<file path="src/sv/psd_pkg.sv">
// Shared types and constants for the point sort and dedupe block.
`default_nettype none
package psd_pkg;

  // Width of every coordinate field on the ports
  localparam int FIELD_W = 32;

  // Input beat: one point
  typedef struct packed {
    logic signed [FIELD_W-1:0] x_coord;
    logic signed [FIELD_W-1:0] y_coord;
    logic                      last_point;
  } in_beat_t;

  // Output beat: one distinct point
  typedef struct packed {
    logic signed [FIELD_W-1:0] out_x;
    logic signed [FIELD_W-1:0] out_y;
    logic                      out_last;
    logic                      dropped;
  } out_beat_t;

  // Controller state
  typedef enum logic {
    ST_LOAD,
    ST_DRAIN
  } state_t;

  // Per-cycle command broadcast to every cell
  typedef struct packed {
    logic ins;  // insert broadcast key in order
    logic pop;  // shift chain toward cell 0
  } cell_ctrl_t;

endpackage
`default_nettype wire

</file>
<file path="src/sv/psd_cell.sv">
// One sorting cell: holds a key, inserts in order, shifts on pop.
`default_nettype none
module psd_cell
  import psd_pkg::*;
#(
  parameter int KEY_W = 64
) (
  input  wire logic             clk,
  input  wire logic             rst,
  input  wire cell_ctrl_t       ctrl,
  input  wire logic [KEY_W-1:0] in_key,
  input  wire logic [KEY_W-1:0] left_key,
  input  wire logic             left_valid,
  input  wire logic             left_lt,
  input  wire logic [KEY_W-1:0] right_key,
  input  wire logic             right_valid,
  output logic      [KEY_W-1:0] key,
  output logic                  valid,
  output logic                  lt
);

  // New key belongs at or before this slot
  assign lt = !valid || (in_key < key);

  // Valid bit
  always_ff @(posedge clk) begin
    if (rst) begin
      valid <= 1'b0;
    end else if (ctrl.pop) begin
      valid <= right_valid;
    end else if (ctrl.ins && lt) begin
      valid <= left_lt ? left_valid : 1'b1;
    end
  end

  // Key: right neighbor shifts in on pop; on insert the left neighbor shifts in, or the new key lands here
  always_ff @(posedge clk) begin
    if (ctrl.pop) begin
      key <= right_key;
    end else if (ctrl.ins && lt) begin
      key <= left_lt ? left_key : in_key;
    end
  end

endmodule
`default_nettype wire

</file>
<file path="config.mk">
export PLATFORM = sky130hd
export DESIGN_NAME = psd_cell
export DESIGN_NICKNAME = d
export VERILOG_FILES = /design/src/sv/psd_pkg.sv /design/src/sv/psd_cell.sv
export SDC_FILE = /design/constraint.sdc
export NUM_CORES = 1
export LEC_CHECK = 0
export ABC_AREA = 0
export BUFFER_PORTS_ARGS = -buffer_cell sky130_fd_sc_hd__buf_4
export CAP_MARGIN = 40
export CORE_AREA = 4 4 82 161
export DETAILED_ROUTE_END_ITERATION = 10
export DIE_AREA = 0 0 86 165
export HOLD_SLACK_MARGIN = 0.15
export PLACE_DENSITY = 0.77
export SYNTH_ARGS = -nofsm -noshare
export SYNTH_HDL_FRONTEND = slang
export SYNTH_SLANG_ARGS = --single-unit
</file>
<file path="constraint.sdc">
create_clock -name clk -period 3.7 [get_ports clk]
set_input_delay 0.185 -clock clk [delete_from_list [all_inputs] [get_ports clk]]
set_output_delay 0.185 -clock clk [all_outputs]
set_load 0.01 [all_outputs]
</file>
==> flow_summary.yaml <==
finish:
  fillers: 991
  multi_input_area_um2: 2658
  fin_nets: 1053
  antennaDiodeCount: 0
  final_area_um2: 7607
  syn_to_final_growth_pct: 54.63
  layout-drive-gt1-share_pct: 36.56
  final_cell_count_no_fill: 943
  regArea_um2: 1942
synthesis:
  ys_types: 40
  async_flop_share_pct: 0
  yosysWarnings: 0
  synthCells: 507
  synth_seq_cells: 65
  ys.flop_type: "edfxtp_1"
  yosysSeqAreaShare_pct: 39.47
  syn-cell-area_um2: 4920
  synth_edf_count: 64
  avgSynthCellArea_um2: 9.704
  synth_nets: 769
routing:
  drt-pass1-iter-count: 4
  drt_wl_total_um: 16530
  drc: 0
  routed_via_density: 5.232
  vias: 4934
  routedWlPerCell_um: 17.53
  routed.top_layer: "met4"
  ant_nets: 0
  dr_wl_met2_um: 9319
  wl_met1_um: 5291
  wl_met3_um: 1142
  dr.first_iter.drc_count: 157
clock_tree:
  cts-root-buf: "clkbuf_16"
  cts_sinks: 65
  htree_num_levels: 3
  clkTransAtPathRegs_ns: 0.05
  cts_tree: "yes"
  cts_buffers: 9
  worstSkewPairLatency_ns: 0.33
  clockBufferDepth: 2
power:
  vdd_drop_max_v: 0.0002242
  total_power_w: 0.002548
  power.leakage_nw: 3.804
  powerDensity_nw_per_um2: 335.0
floorplan:
  start_util_pct: 40.82
  die_x_um: 86
  die-height_um: 165
  core-area_um2: 12050
  dieArea_um2: 14190
  rows: 57
  io_pins: 265
hold_path:
  hp-class: "in2reg"
  holdPathEnd: "key[56]$_DFFE_PP_"
  min_path_cells: 3
  hp-start: "right_key[56]"
grt:
  antenna_found_initial: 0
  grt_pass1_vias: 5369
  overflow: 0
  grt_usage_pct: 22.58
  grt_pass1_wl_um: 24950
  grt_max_degree: 77
setup_path:
  crit_fanout: 33
  end_kind: "register"
  cp-start-kind: "register"
  ff2ff_setup_slack_ns: 0.60
  critical_path_class: "reg2reg"
  r2r_cells: 9
  r2r-end: "key[12]$_DFFE_PP_"
  arrival_ns: 3.16
  cp.required_ns: 3.76
  r2r-start: "key[61]$_DFFE_PP_"
placed_design:
  placed_cells: 900
  numPortBuffers: 264
  place_area_um2: 7057
  gp_congestion: 0.8492
  dpl.hpwl_um: 13200
job:
  drv_cap: 0
sta:
  fin_tns_setup_ns: 0
  max_freq_mhz: 323.1
  layout_min_cycle_time_ns: 3.095
  slew_violations: 0
  worstMarginPinSlew_ns: 0.6480
  post-route-period-util_pct: 83.66
  rsz0062_at_grt: "false"
  finalSetupViolations: 0
  fin_skew_ns: 0.009269
  hold_viol_final: 0
  relSlewSlack_pct: 56.80
run_status:
  status: "finished clean"
-- layout make-up --
| class | count | share of cell area, % |
|---|---|---|
| well taps | 147 | 2.418 |
| repair buffers | 294 | 30.33 |
| clock buffers | 12 | 3.109 |
| clock inverters | 4 | 0.5757 |
| flip-flops and latches | 65 | 25.53 |
| multi-input cells | 358 | 34.93 |
| inverters | 63 | 3.109 |
-- placed cells by master, fill, tap and decap left out, types with 2 or more instances in the layout --
cell type | synthesis | final
o21ai_0 | 71 | 71
nor3_1 | 2 | 2
nand4_1 | 7 | 7
mux2i_1 | 64 | 64
a221oi_1 | 4 | 4
and4_1 | 3 | 3
ha_1 | 63 | 63
clkbuf_1 | 14 | 3
o21a_1 | 4 | 4
a21oi_1 | 25 | 25
inv_1 | 63 | 63
edfxtp_1 | 64 | 64
clkinv_2 | 0 | 2
nand3_1 | 6 | 6
nor2_1 | 4 | 4
clkbuf_16 | 0 | 9
nand2_1 | 83 | 83
buf_4 | 0 | 265
dlygate4sd3_1 | 0 | 27
-- through the flow --
step / util [%] / hold slack (ns) / setup WS [ns]
2_1_floorplan: - / 0.2529 / 0.6080
3_3_place_gp: 58.15 / 0.3468 / 0.6633
3_5_place_dp: 58.55 / 0.3510 / 0.6284
4_1_cts: 63.12 / 0.1507 / 0.6225
5_1_grt: 63.12 / 0.1545 / 0.3746
6_report: 63.12 / 0.1555 / 0.6047
-- repair_timing --
| action | 4_1_cts | 5_1_grt |
|---|---|---|
| setup buffers | 0 | 0 |
| hold buffers | 27 | 0 |
| gates resized for setup | 0 | 0 |
| endpoints found under the hold margin | 27 | 0 |
-- worst max-delay path: stages (launching register included) --
cell and delay [ns]:
edfxtp_1 0.35, inv_1 0.05, ha_1 0.29, nand4_1 0.16
nor4_1 0.62, nor3b_4 0.31, nor2b_2 0.16, o21ai_0 0.16
a31o_4 0.46, buf_12 0.25
-- synth_stat cells (2+ instances only) --
| library cell | count | area (um2) |
|---|---|---|
| nor2_1 | 4 | 15.01 |
| inv_1 | 63 | 236.5 |
| mux2i_1 | 64 | 640.6 |
| clkbuf_1 | 14 | 52.55 |
| edfxtp_1 | 64 | 1922 |
| nand4_1 | 7 | 43.79 |
| buf_2 | 6 | 30.03 |
| and4_1 | 3 | 26.28 |
| nand2_1 | 83 | 311.6 |
| ha_1 | 63 | 788.3 |
| o21ai_0 | 71 | 355.3 |
| nor3_1 | 2 | 10.01 |
| o21a_1 | 4 | 30.03 |
| a21oi_1 | 25 | 125.1 |
| a221oi_1 | 4 | 35.03 |
| nand3_1 | 6 | 30.03 |
-- cells by family after synthesis --
logic type	share of synthesized area (%)
AND/OR/NAND/NOR	10.89
multiplexers	13.02
flip-flops	39.47
adder cells (fa/ha/maj)	16.02
buffers and inverters	6.689
AO/OA/AOI/OAI	13.91
-- worst max-delay path by stage --
| stage | endpoint | depth (start not counted) | start |
|---|---|---|---|
| floorplan | key[0]$_DFFE_PP_ | 7 | key[1]$_DFFE_PP_ |
| global placement | key[10]$_DFFE_PP_ | 8 | key[19]$_DFFE_PP_ |
| detailed placement | key[10]$_DFFE_PP_ | 9 | key[61]$_DFFE_PP_ |
| CTS | key[12]$_DFFE_PP_ | 9 | key[61]$_DFFE_PP_ |
| global route | key[12]$_DFFE_PP_ | 9 | key[62]$_DFFE_PP_ |
| finish | key[12]$_DFFE_PP_ | 9 | key[61]$_DFFE_PP_ |
-- layer usage --
metal	up-vias	track usage (%)
li1	2389	-
met1	2275	20.68
met2	215	44.13
met3	55	4.793
met4	0	12.68
met5	-	0
-- flip-flops by register name (all words and copies together) (netlist names) --
name and cells:
key 64, valid 1
-- power by group --
part	total [W]	leakage (nW)	internal, W	switching [W]
Combinational	0.000780	3.00	0.000411	0.000370
Clock	0.000817	0.138	0.000517	0.000300
Sequential	0.000951	0.669	0.000908	0.0000425
No activity file was read; power rests on OpenSTA's default activity.
